**src/hw/rtl/rde_pkg.sv**
```systemverilog
// rde_pkg: shared constants, register indexes and the control/status
// structs between the radix digit emitter controller and datapath.
// No dependencies.
package rde_pkg;

  localparam int MAX_RADIX_DEF  = 16;
  localparam int VALUE_BITS_DEF = 64;
  localparam int DIV_BITS       = 8;   // dividend bits consumed per division cycle
  localparam int RADIX_W        = 5;
  localparam int DIGIT_W        = 4;
  localparam int SYM_W          = 8;
  localparam int CFG_DATA_W     = 64;
  localparam int CFG_ADDR_W     = 5;

  localparam logic [1:0] REG_RADIX        = 2'd0;
  localparam logic [1:0] REG_SYMBOLS_LOW  = 2'd1;
  localparam logic [1:0] REG_SYMBOLS_HIGH = 2'd2;

  typedef struct packed {
    logic load;       // take a new word, clear count
    logic div_step;   // one long-division step
    logic div_last;   // final cycle of a digit: store remainder
    logic emit_rd;    // read digit store at idx
    logic emit_ld;    // load output register
  } rde_cmd_t;

  typedef struct packed {
    logic base_ok;
    logic quot_zero;
    logic count_full;
    logic idx_zero;
    logic out_free;
  } rde_stat_t;

endpackage

```
**src/hw/rtl/rde_in_if.sv**
```systemverilog
// rde_in_if: valid/ready channel carrying one integer to convert.
// Depends on nothing.
interface rde_in_if;
  logic        valid;
  logic        ready;
  logic [63:0] value;
  logic        as_signed;

  modport source (output valid, output value, output as_signed, input ready);
  modport sink   (input valid, input value, input as_signed, output ready);
endinterface

```
**src/hw/rtl/rde_out_if.sv**
```systemverilog
// rde_out_if: valid/ready channel carrying one symbol byte per word.
// Depends on nothing.
interface rde_out_if;
  logic       valid;
  logic       ready;
  logic [7:0] symbol;
  logic       last;

  modport source (output valid, output symbol, output last, input ready);
  modport sink   (input valid, input symbol, input last, output ready);
endinterface

```
**src/hw/rtl/rde_regs.sv**
```systemverilog
// rde_regs: APB-style configuration registers (radix, symbol table).
// Depends on rde_pkg.
module rde_regs (
  input  logic                             clk,
  input  logic                             rst_n,
  input  logic                             psel,
  input  logic                             penable,
  input  logic                             pwrite,
  input  logic [rde_pkg::CFG_ADDR_W-1:0]   paddr,
  input  logic [rde_pkg::CFG_DATA_W-1:0]   pwdata,
  output logic [rde_pkg::CFG_DATA_W-1:0]   prdata,
  output logic                             pready,
  output logic [rde_pkg::RADIX_W-1:0]      radix,
  output logic [63:0]                      symbols_low,
  output logic [63:0]                      symbols_high
);
  import rde_pkg::*;

  logic [RADIX_W-1:0] radix_r;
  logic [63:0]        sym_low_r;
  logic [63:0]        sym_high_r;
  logic               wr_en;
  logic [1:0]         reg_idx;

  assign pready  = 1'b1;
  assign wr_en   = psel & penable & pwrite;
  assign reg_idx = paddr[4:3];

  always_ff @(posedge clk) begin
    if (!rst_n) begin
      radix_r    <= '0;
      sym_low_r  <= '0;
      sym_high_r <= '0;
    end else if (wr_en) begin
      case (reg_idx)
        REG_RADIX:        radix_r    <= pwdata[RADIX_W-1:0];
        REG_SYMBOLS_LOW:  sym_low_r  <= pwdata;
        REG_SYMBOLS_HIGH: sym_high_r <= pwdata;
        default: ;
      endcase
    end
  end

  always_comb begin
    case (reg_idx)
      REG_RADIX:        prdata = {{(CFG_DATA_W-RADIX_W){1'b0}}, radix_r};
      REG_SYMBOLS_LOW:  prdata = sym_low_r;
      REG_SYMBOLS_HIGH: prdata = sym_high_r;
      default:          prdata = '0;
    endcase
  end

  assign radix        = radix_r;
  assign symbols_low  = sym_low_r;
  assign symbols_high = sym_high_r;

endmodule

```
**src/hw/rtl/rde_ctrl.sv**
```systemverilog
// rde_ctrl: sequencer for the radix digit emitter. Steps the long
// division a digit at a time, then reads the digits back for output.
// Depends on rde_pkg.
module rde_ctrl #(
  parameter int VALUE_BITS = rde_pkg::VALUE_BITS_DEF
) (
  input  logic               clk,
  input  logic               rst_n,
  input  logic               in_valid,
  output logic               in_ready,
  input  rde_pkg::rde_stat_t stat,
  output rde_pkg::rde_cmd_t  cmd
);
  import rde_pkg::*;

  localparam int STEPS  = (VALUE_BITS + DIV_BITS - 1) / DIV_BITS;
  localparam int STEP_W = (STEPS > 1) ? $clog2(STEPS) : 1;

  typedef enum logic [1:0] {
    ST_IDLE,
    ST_DIV,
    ST_EMIT_RD,
    ST_EMIT_LD
  } state_t;

  state_t            state_r;
  logic [STEP_W-1:0] step_r;
  logic              step_end;
  logic              accept;

  assign in_ready = (state_r == ST_IDLE);
  assign accept   = in_valid & in_ready;
  assign step_end = (step_r == STEP_W'(STEPS - 1));

  always_comb begin
    cmd          = '0;
    cmd.load     = accept & stat.base_ok;
    cmd.div_step = (state_r == ST_DIV);
    cmd.div_last = (state_r == ST_DIV) & step_end;
    cmd.emit_rd  = (state_r == ST_EMIT_RD);
    cmd.emit_ld  = (state_r == ST_EMIT_LD) & stat.out_free;
  end

  always_ff @(posedge clk) begin
    if (!rst_n) begin
      state_r <= ST_IDLE;
      step_r  <= '0;
    end else begin
      case (state_r)
        ST_IDLE: begin
          step_r <= '0;
          if (accept && stat.base_ok) begin
            state_r <= ST_DIV;
          end
        end
        ST_DIV: begin
          if (step_end) begin
            step_r <= '0;
            if (stat.quot_zero || stat.count_full) begin
              state_r <= ST_EMIT_RD;
            end
          end else begin
            step_r <= step_r + STEP_W'(1);
          end
        end
        ST_EMIT_RD: begin
          state_r <= ST_EMIT_LD;
        end
        ST_EMIT_LD: begin
          if (stat.out_free) begin
            state_r <= stat.idx_zero ? ST_IDLE : ST_EMIT_RD;
          end
        end
        default: begin
          state_r <= ST_IDLE;
        end
      endcase
    end
  end

endmodule

```
**src/hw/rtl/rde_dpath.sv**
```systemverilog
// rde_dpath: magnitude, 8-bit-per-cycle long division by the radix,
// digit store, symbol lookup and output register.
// Depends on rde_pkg and rde_out_if.
module rde_dpath #(
  parameter int MAX_RADIX  = rde_pkg::MAX_RADIX_DEF,
  parameter int VALUE_BITS = rde_pkg::VALUE_BITS_DEF
) (
  input  logic                        clk,
  input  logic                        rst_n,
  input  rde_pkg::rde_cmd_t           cmd,
  output rde_pkg::rde_stat_t          stat,
  input  logic [rde_pkg::RADIX_W-1:0] radix,
  input  logic [63:0]                 symbols_low,
  input  logic [63:0]                 symbols_high,
  input  logic [63:0]                 in_value,
  input  logic                        in_as_signed,
  rde_out_if.source                   out_word
);
  import rde_pkg::*;

  localparam int STEPS  = (VALUE_BITS + DIV_BITS - 1) / DIV_BITS;
  localparam int PAD_W  = STEPS * DIV_BITS;
  localparam int ADDR_W = $clog2(VALUE_BITS);
  localparam int CNT_W  = $clog2(VALUE_BITS + 1);

  logic [PAD_W-1:0]    work_r, work_nxt;
  logic [DIGIT_W-1:0]  rem_r, rem_nxt;
  logic [CNT_W-1:0]    count_r;
  logic [ADDR_W-1:0]   idx_r;
  logic [DIGIT_W-1:0]  rd_data_r;
  logic [DIGIT_W-1:0]  digit_mem [VALUE_BITS];
  logic                out_valid_r;
  logic [SYM_W-1:0]    out_symbol_r;
  logic                out_last_r;

  logic [RADIX_W-1:0]    base;
  logic [VALUE_BITS-1:0] v_in, v_mag;
  logic [DIV_BITS-1:0]   qbits;
  logic [127:0]          sym_tab;

  assign base = (radix > RADIX_W'(MAX_RADIX)) ? RADIX_W'(MAX_RADIX) : radix;
  assign v_in  = in_value[VALUE_BITS-1:0];
  assign v_mag = (in_as_signed && v_in[VALUE_BITS-1]) ? (~v_in + VALUE_BITS'(1)) : v_in;

  // restoring division, one dividend bit per inner step
  always_comb begin
    logic [DIGIT_W-1:0] r;
    logic [DIGIT_W:0]   t;
    r = rem_r;
    qbits = '0;
    for (int i = 0; i < DIV_BITS; i++) begin
      t = {r, work_r[PAD_W-1-i]};
      if (t >= base) begin
        t = t - base;
        qbits[DIV_BITS-1-i] = 1'b1;
      end
      r = t[DIGIT_W-1:0];
    end
    rem_nxt  = r;
    work_nxt = (work_r << DIV_BITS) | PAD_W'(qbits);
  end

  always_ff @(posedge clk) begin
    if (!rst_n) begin
      count_r <= '0;
      rem_r   <= '0;
    end else if (cmd.load) begin
      work_r  <= PAD_W'(v_mag);
      rem_r   <= '0;
      count_r <= '0;
    end else if (cmd.div_step) begin
      work_r <= work_nxt;
      if (cmd.div_last) begin
        rem_r   <= '0;
        count_r <= count_r + CNT_W'(1);
        idx_r   <= count_r[ADDR_W-1:0];
      end else begin
        rem_r <= rem_nxt;
      end
    end else if (cmd.emit_ld) begin
      idx_r <= idx_r - ADDR_W'(1);
    end
  end

  always_ff @(posedge clk) begin
    if (cmd.div_last) begin
      digit_mem[count_r[ADDR_W-1:0]] <= rem_nxt;
    end
    if (cmd.emit_rd) begin
      rd_data_r <= digit_mem[idx_r];
    end
  end

  assign sym_tab = {symbols_high, symbols_low};

  always_ff @(posedge clk) begin
    if (!rst_n) begin
      out_valid_r <= 1'b0;
    end else begin
      out_valid_r <= (out_valid_r & ~out_word.ready) | cmd.emit_ld;
    end
    if (cmd.emit_ld) begin
      out_symbol_r <= sym_tab[{rd_data_r, 3'b000} +: SYM_W];
      out_last_r   <= (idx_r == '0);
    end
  end

  assign out_word.valid  = out_valid_r;
  assign out_word.symbol = out_symbol_r;
  assign out_word.last   = out_last_r;

  always_comb begin
    stat            = '0;
    stat.base_ok    = (radix >= RADIX_W'(2));
    stat.quot_zero  = (work_nxt == '0);
    stat.count_full = (count_r == CNT_W'(VALUE_BITS - 1));
    stat.idx_zero   = (idx_r == '0);
    stat.out_free   = ~out_valid_r | out_word.ready;
  end

`ifndef SYNTH
  a_no_overwrite: assert property (@(posedge clk) disable iff (!rst_n)
    cmd.emit_ld |-> (!out_valid_r || out_word.ready))
    else $error("output register overwritten while held");

  a_count_bound: assert property (@(posedge clk) disable iff (!rst_n)
    cmd.div_last |-> (count_r < CNT_W'(VALUE_BITS)))
    else $error("digit count overflow");

  a_load_clears: assert property (@(posedge clk) disable iff (!rst_n)
    cmd.load |=> (count_r == '0 && rem_r == '0))
    else $error("load did not clear digit state");
`endif

endmodule

```
**src/hw/rtl/radix_digit_emitter.sv**
```systemverilog
// radix_digit_emitter: top level, integer to radix-string digit emitter.
// Depends on rde_pkg, rde_in_if, rde_out_if, rde_regs, rde_ctrl, rde_dpath.
//
//   channel   dir  handshake        payload
//   in_word   in   valid/ready      value[63:0], as_signed
//   out_word  out  valid/ready      symbol[7:0], last
//   apb       in   psel/penable     paddr[4:0], pwdata/prdata[63:0]
//
// Per word: the word is accepted, then each digit takes a full pass of the
// 8-bit-per-cycle long divider over the value; the digits are then emitted
// by a registered digit-store read followed by an output register load.
// A word with radix below 2 is taken and emits nothing.
// Synchronous active-low reset; in_word.ready is high only when idle.
// Output stalls hold the emit sequencer; no symbol is dropped.
module radix_digit_emitter #(
  parameter int MAX_RADIX  = rde_pkg::MAX_RADIX_DEF,
  parameter int VALUE_BITS = rde_pkg::VALUE_BITS_DEF
) (
  input  logic                           clk,
  input  logic                           rst_n,
  rde_in_if.sink                         in_word,
  rde_out_if.source                      out_word,
  input  logic                           psel,
  input  logic                           penable,
  input  logic                           pwrite,
  input  logic [rde_pkg::CFG_ADDR_W-1:0] paddr,
  input  logic [rde_pkg::CFG_DATA_W-1:0] pwdata,
  output logic [rde_pkg::CFG_DATA_W-1:0] prdata,
  output logic                           pready
);
  import rde_pkg::*;

  logic [RADIX_W-1:0] radix;
  logic [63:0]        symbols_low;
  logic [63:0]        symbols_high;
  rde_cmd_t           cmd;
  rde_stat_t          stat;
  logic               in_ready;

  rde_regs u_regs (
    .clk          (clk),
    .rst_n        (rst_n),
    .psel         (psel),
    .penable      (penable),
    .pwrite       (pwrite),
    .paddr        (paddr),
    .pwdata       (pwdata),
    .prdata       (prdata),
    .pready       (pready),
    .radix        (radix),
    .symbols_low  (symbols_low),
    .symbols_high (symbols_high)
  );

  rde_ctrl #(
    .VALUE_BITS (VALUE_BITS)
  ) u_ctrl (
    .clk      (clk),
    .rst_n    (rst_n),
    .in_valid (in_word.valid),
    .in_ready (in_ready),
    .stat     (stat),
    .cmd      (cmd)
  );

  assign in_word.ready = in_ready;

  rde_dpath #(
    .MAX_RADIX  (MAX_RADIX),
    .VALUE_BITS (VALUE_BITS)
  ) u_dpath (
    .clk          (clk),
    .rst_n        (rst_n),
    .cmd          (cmd),
    .stat         (stat),
    .radix        (radix),
    .symbols_low  (symbols_low),
    .symbols_high (symbols_high),
    .in_value     (in_word.value),
    .in_as_signed (in_word.as_signed),
    .out_word     (out_word)
  );

endmodule

```
**src/flat_wrapper.sv**
```systemverilog
// flat-port wrapper written by rule: the top's interface ports become plain ports
module radix_digit_emitter_flat import rde_pkg::*;
#(
  parameter int MAX_RADIX  = rde_pkg::MAX_RADIX_DEF,
  parameter int VALUE_BITS = rde_pkg::VALUE_BITS_DEF
)
  (clk, rst_n, psel, penable, pwrite, paddr, pwdata, prdata, pready, in_word_valid, in_word_value, in_word_as_signed, in_word_ready, out_word_valid, out_word_symbol, out_word_last, out_word_ready);
  rde_in_if in_word_i ();
  rde_out_if out_word_i ();
  input  logic clk;
  input  logic rst_n;
  input  logic psel;
  input  logic penable;
  input  logic pwrite;
  input  logic [rde_pkg::CFG_ADDR_W-1:0] paddr;
  input  logic [rde_pkg::CFG_DATA_W-1:0] pwdata;
  output logic [rde_pkg::CFG_DATA_W-1:0] prdata;
  output logic pready;
  input wire logic [$bits(in_word_i.valid)-1:0] in_word_valid;
  input wire logic [$bits(in_word_i.value)-1:0] in_word_value;
  input wire logic [$bits(in_word_i.as_signed)-1:0] in_word_as_signed;
  output wire logic [$bits(in_word_i.ready)-1:0] in_word_ready;
  output wire logic [$bits(out_word_i.valid)-1:0] out_word_valid;
  output wire logic [$bits(out_word_i.symbol)-1:0] out_word_symbol;
  output wire logic [$bits(out_word_i.last)-1:0] out_word_last;
  input wire logic [$bits(out_word_i.ready)-1:0] out_word_ready;
  assign in_word_i.valid = in_word_valid;
  assign in_word_i.value = in_word_value;
  assign in_word_i.as_signed = in_word_as_signed;
  assign in_word_ready = in_word_i.ready;
  assign out_word_valid = out_word_i.valid;
  assign out_word_symbol = out_word_i.symbol;
  assign out_word_last = out_word_i.last;
  assign out_word_i.ready = out_word_ready;
  radix_digit_emitter #(.MAX_RADIX(MAX_RADIX), .VALUE_BITS(VALUE_BITS)) u_core (.clk(clk), .rst_n(rst_n), .in_word(in_word_i), .out_word(out_word_i), .psel(psel), .penable(penable), .pwrite(pwrite), .paddr(paddr), .pwdata(pwdata), .prdata(prdata), .pready(pready));
endmodule
```
**config.mk**
```make
export PLATFORM = sky130hd
export DESIGN_NAME = radix_digit_emitter_flat
export DESIGN_NICKNAME = d
export VERILOG_FILES = /design/src/hw/rtl/rde_pkg.sv /design/src/hw/rtl/rde_in_if.sv /design/src/hw/rtl/rde_out_if.sv /design/src/hw/rtl/rde_regs.sv /design/src/hw/rtl/rde_ctrl.sv /design/src/hw/rtl/rde_dpath.sv /design/src/hw/rtl/radix_digit_emitter.sv /design/src/flat_wrapper.sv
export SDC_FILE = /design/constraint.sdc
export NUM_CORES = 1
export LEC_CHECK = 0
export BUFFER_PORTS_ARGS = -buffer_cell sky130_fd_sc_hd__buf_4
export CAP_MARGIN = 20
export CORE_MARGIN = 2
export CORE_UTILIZATION = 40
export DETAILED_ROUTE_END_ITERATION = 8
export PLACE_DENSITY_LB_ADDON = 0.05
export REMOVE_ABC_BUFFERS = 1
export SETUP_SLACK_MARGIN = 0.02
export SLEW_MARGIN = 40
export SYNTH_ARGS = -nofsm -noshare
export SYNTH_HDL_FRONTEND = slang
export SYNTH_SLANG_ARGS = --single-unit
```
**constraint.sdc**
```tcl
create_clock -name clk -period 17.5 [get_ports clk]
set_input_delay 3.5 -clock clk [delete_from_list [all_inputs] [get_ports clk]]
set_output_delay 3.5 -clock clk [all_outputs]
set_load 0.1 [all_outputs]
```
==> results.md <==
* 0 — post-CTS setup buffer count
* 0.0284 mm2 — design area
* 212 — count of input and output buffers
* 250 um — Die X
* 3 — largest buffer count on any clock path
* sky130_fd_sc_hd__edfxtp_1 — Post-synth top flop
* 71 — number of unique standard cell types used by synthesis
* 0 — max-capacitance violation count
* 16600 — number of global-route vias before repair
* sky130_fd_sc_hd__ha_1 — crit-path most repeated cell
* 2409 — Nets
* flop — type of origin of the critical path
* 250 um — Die Y
* flop to flop — Worst Setup Path Type
* 90 — # rows
* finished, final reports clean — outcome
* 64 — largest fanout on the critical path
* 826 ps — transition time at the pin with the least slew margin
* flop to flop — Min-Delay Path Class
* false — unrepaired setup endpoints after global routing
* 60 ps — post-CTS clock slew at the launch and capture registers of the worst setup and hold paths
* 72.1 MHz — maximum operating frequency
* 112 — pin count of the biggest net entering global routing
* 98400 um — wire length of the first global-routing pass
* 0.821 — weighted congestion at the end of routability-driven global placement
* sky130_fd_sc_hd__o21ai_1 — Max stage delay cell, worst path
* u_core.u_regs.radix[4] — CP Launch Point
* 54.6% — share of the yosys chip area belonging to registers
* 339 — number of synthesized flops with an enable pin
* yes — TritonCTS clock tree
* 17810 ps — endpoint required time on the critical path
* 217 — number of top-level pins
* 590 ps — Slowest Stage Delay on Critical Path
* 0 — max-slew violations
* 55 — CTS Buf Count
* 0.0600 mm2 — area of the core
* 0.0265 mm2 — total placed instance area
* 20.8 um — Avg WL per Cell
* 0% — Async S/R FF share, synth
* 13870 ps — minimum clock period
* 1 — initial antenna violation count
* 44.4% — relative slew slack
* 17.8% — area growth from synthesis to final layout
* 0 — count of nets left with antenna violations after detail routing
* 21.3 ps — clock skew
* 0.0241 mm2 — summed instance area of the synthesized netlist
* 20.2% — overall global routing resource usage
* 47.4% — Layout Utilization
* 11.7 um2 — synthesized area per cell
* 1115 — DRC marker count from the first detailed-route iteration
* 16600 — routed via count
* 0 — total setup violations reported at the end of the flow
* 489 — number of sinks driven by the clock tree
* 0 — total congestion overflow
* u_core.u_regs.symbols_high[16] — hold path start
* 0 ps — Total Neg Setup Slack
* flop — Worst Setup End Kind
* 40.2% — Starting Density
* 0 — final-report hold violation count
* 0 — CTS-repair resized insts
* 14180 ps — Critical Path AT
* 0.0623 mm2 — die area
* sky130_fd_sc_hd__nand2_1, sky130_fd_sc_hd__edfxtp_1, sky130_fd_sc_hd__buf_4 — commonest cells after routing, fill and taps aside
* 41500 um — sum of net half-perimeters after detailed placement
* sky130_fd_sc_hd__edfxtp_1 — top cell type by total area after synthesis
* sky130_fd_sc_hd__clkbuf_16 — cell chosen for the clock root
* 3630 ps — setup slack of the most critical reg-to-reg path
* 0 — number of remaining DRC errors
* 620 ps — clock latency on the worst-skew pair
* 79.3% — Final Cycle Share
* 2055 — gate count after technology mapping
* 5.47 — post-detailed-route via-to-cell ratio
* sky130_fd_sc_hd__edfxtp_1, sky130_fd_sc_hd__dfxtp_1, sky130_fd_sc_hd__mux4_2 — cell types with the largest area share after synthesis
* 42.2% — fraction of synthesized cell area taken by the top area cell type
* 2 — H-Tree Depth
* 0 — number of hold-repair buffers added at the cts stage
* 5 — TritonRoute pass-1 iters
* 21.0% — fraction of layout instances using a drive strength above 1
* 0 — Syn. warnings
* sky130_fd_sc_hd__nand2_1 — commonest non-fill, non-tap cell in the layout
* 489 — synthesized flop and latch total
* 63300 um — total wirelength of the detailed-routed design
* u_core.u_regs.radix[4] — source of the worst register-to-register timing path
-- state kept, by name, indices dropped and copies added (netlist names), 3 cells and up --
signal,flops
u_core.u_regs.symbols_high,64
u_core.u_regs.radix,5
u_core.u_dpath.rem_r,4
u_core.u_dpath.out_word.symbol,8
u_core.u_ctrl.step_r,3
u_core.u_dpath.work_r,64
u_core.u_regs.symbols_low,64
u_core.u_dpath.idx_r,6
u_core.u_dpath.digit_mem,256
u_core.u_dpath.rd_data_r,4
u_core.u_dpath.count_r,7
-- synthesized netlist by cell type, drive strengths merged, types with 4 or more instances --
cell and n:
and3 6, a22oi 23, or4 6, xnor2 47
a21boi 132, nor2b 23, o41ai 7, nor2 126
a22o 67, o31ai 10, mux2i 14, mux4 104
dfxtp 150, a221oi 8, ha 46, nor4 25
edfxtp 339, a21o 17, mux2 9, inv 47
o21ai 89, o221ai 5, a21oi 48, nor3 22
a31oi 19, nand4 11, o21a 4, or3 6
xor2 38, clkbuf 96, nand2 387, buf 40
fa 8, a41oi 12, nand3 17, nand2b 11
-- worst max-delay path: cells and delay by family (launching register included) --
| kind | cells | cell delay (ps) |
|---|---|---|
| compound gates | 29 | 7000 |
| fa+ha+maj | 8 | 2590 |
| buf+inv | 8 | 1510 |
| flops | 1 | 420 |
| mux | 1 | 450 |
| simple gates | 8 | 1540 |
-- cell type report --
class	count	area, um2
diodes	1	2.50
clock buffers	68	1500
clock inverters	36	448
fillers	5419	31600
inverters	47	176
multi-input cells	1383	10300
flip-flops and latches	489	13200
well taps	782	978
repair buffers	238	1810
-- through the flow --
step                      setup slack (ps)  std cells  hold slack [ps]
after global placement                3160       2938              466
after detailed placement              3350       2939              475
final                                 3630       3044              482
after global routing                  2540       3044              504
after floorplan                       4420       1919              453
after CTS                             3290       3043              483
-- cell families (layout without fill, tap and decap cells) --
kind of cell             count (synthesis)  in the layout  synth area share [%]
multiplexers                           127            127                  10.7
XOR/XNOR                                85             85                  3.09
buffers and inverters                  183            389                  3.08
AND/OR/NAND/NOR                        660            660                  12.1
other                                    1              2                0.0155
flip-flops                             489            489                  54.6
AO/OA/AOI/OAI                          456            456                  13.3
adder cells (fa/ha/maj)                 54             54                  3.05
-- path summary, 6_finish.rpt --
path                                                        end  cells past startpoint
worst max-delay path            u_core.u_dpath.digit_mem[41][3]                     54
worst min-delay path             u_core.u_regs.symbols_high[16]                      2
worst max register to register  u_core.u_dpath.digit_mem[41][3]                     54
worst min register to register   u_core.u_regs.symbols_high[16]                      2
-- metal layers --
| metal | GRT usage (%) | part of all wire (%) | vias to the layer above |
|---|---|---|---|
| li1 | - | - | 7947 |
| met1 | 28.5 | 47 | 8221 |
| met2 | 33.2 | 47 | 400 |
| met3 | 3.02 | 4.7 | 75 |
| met4 | 4.29 | 1.7 | 0 |
| met5 | 0 | 0 | - |
Power is not shown: default switching activity piles up to over one toggle a cycle in this logic, so the estimate is an artifact.
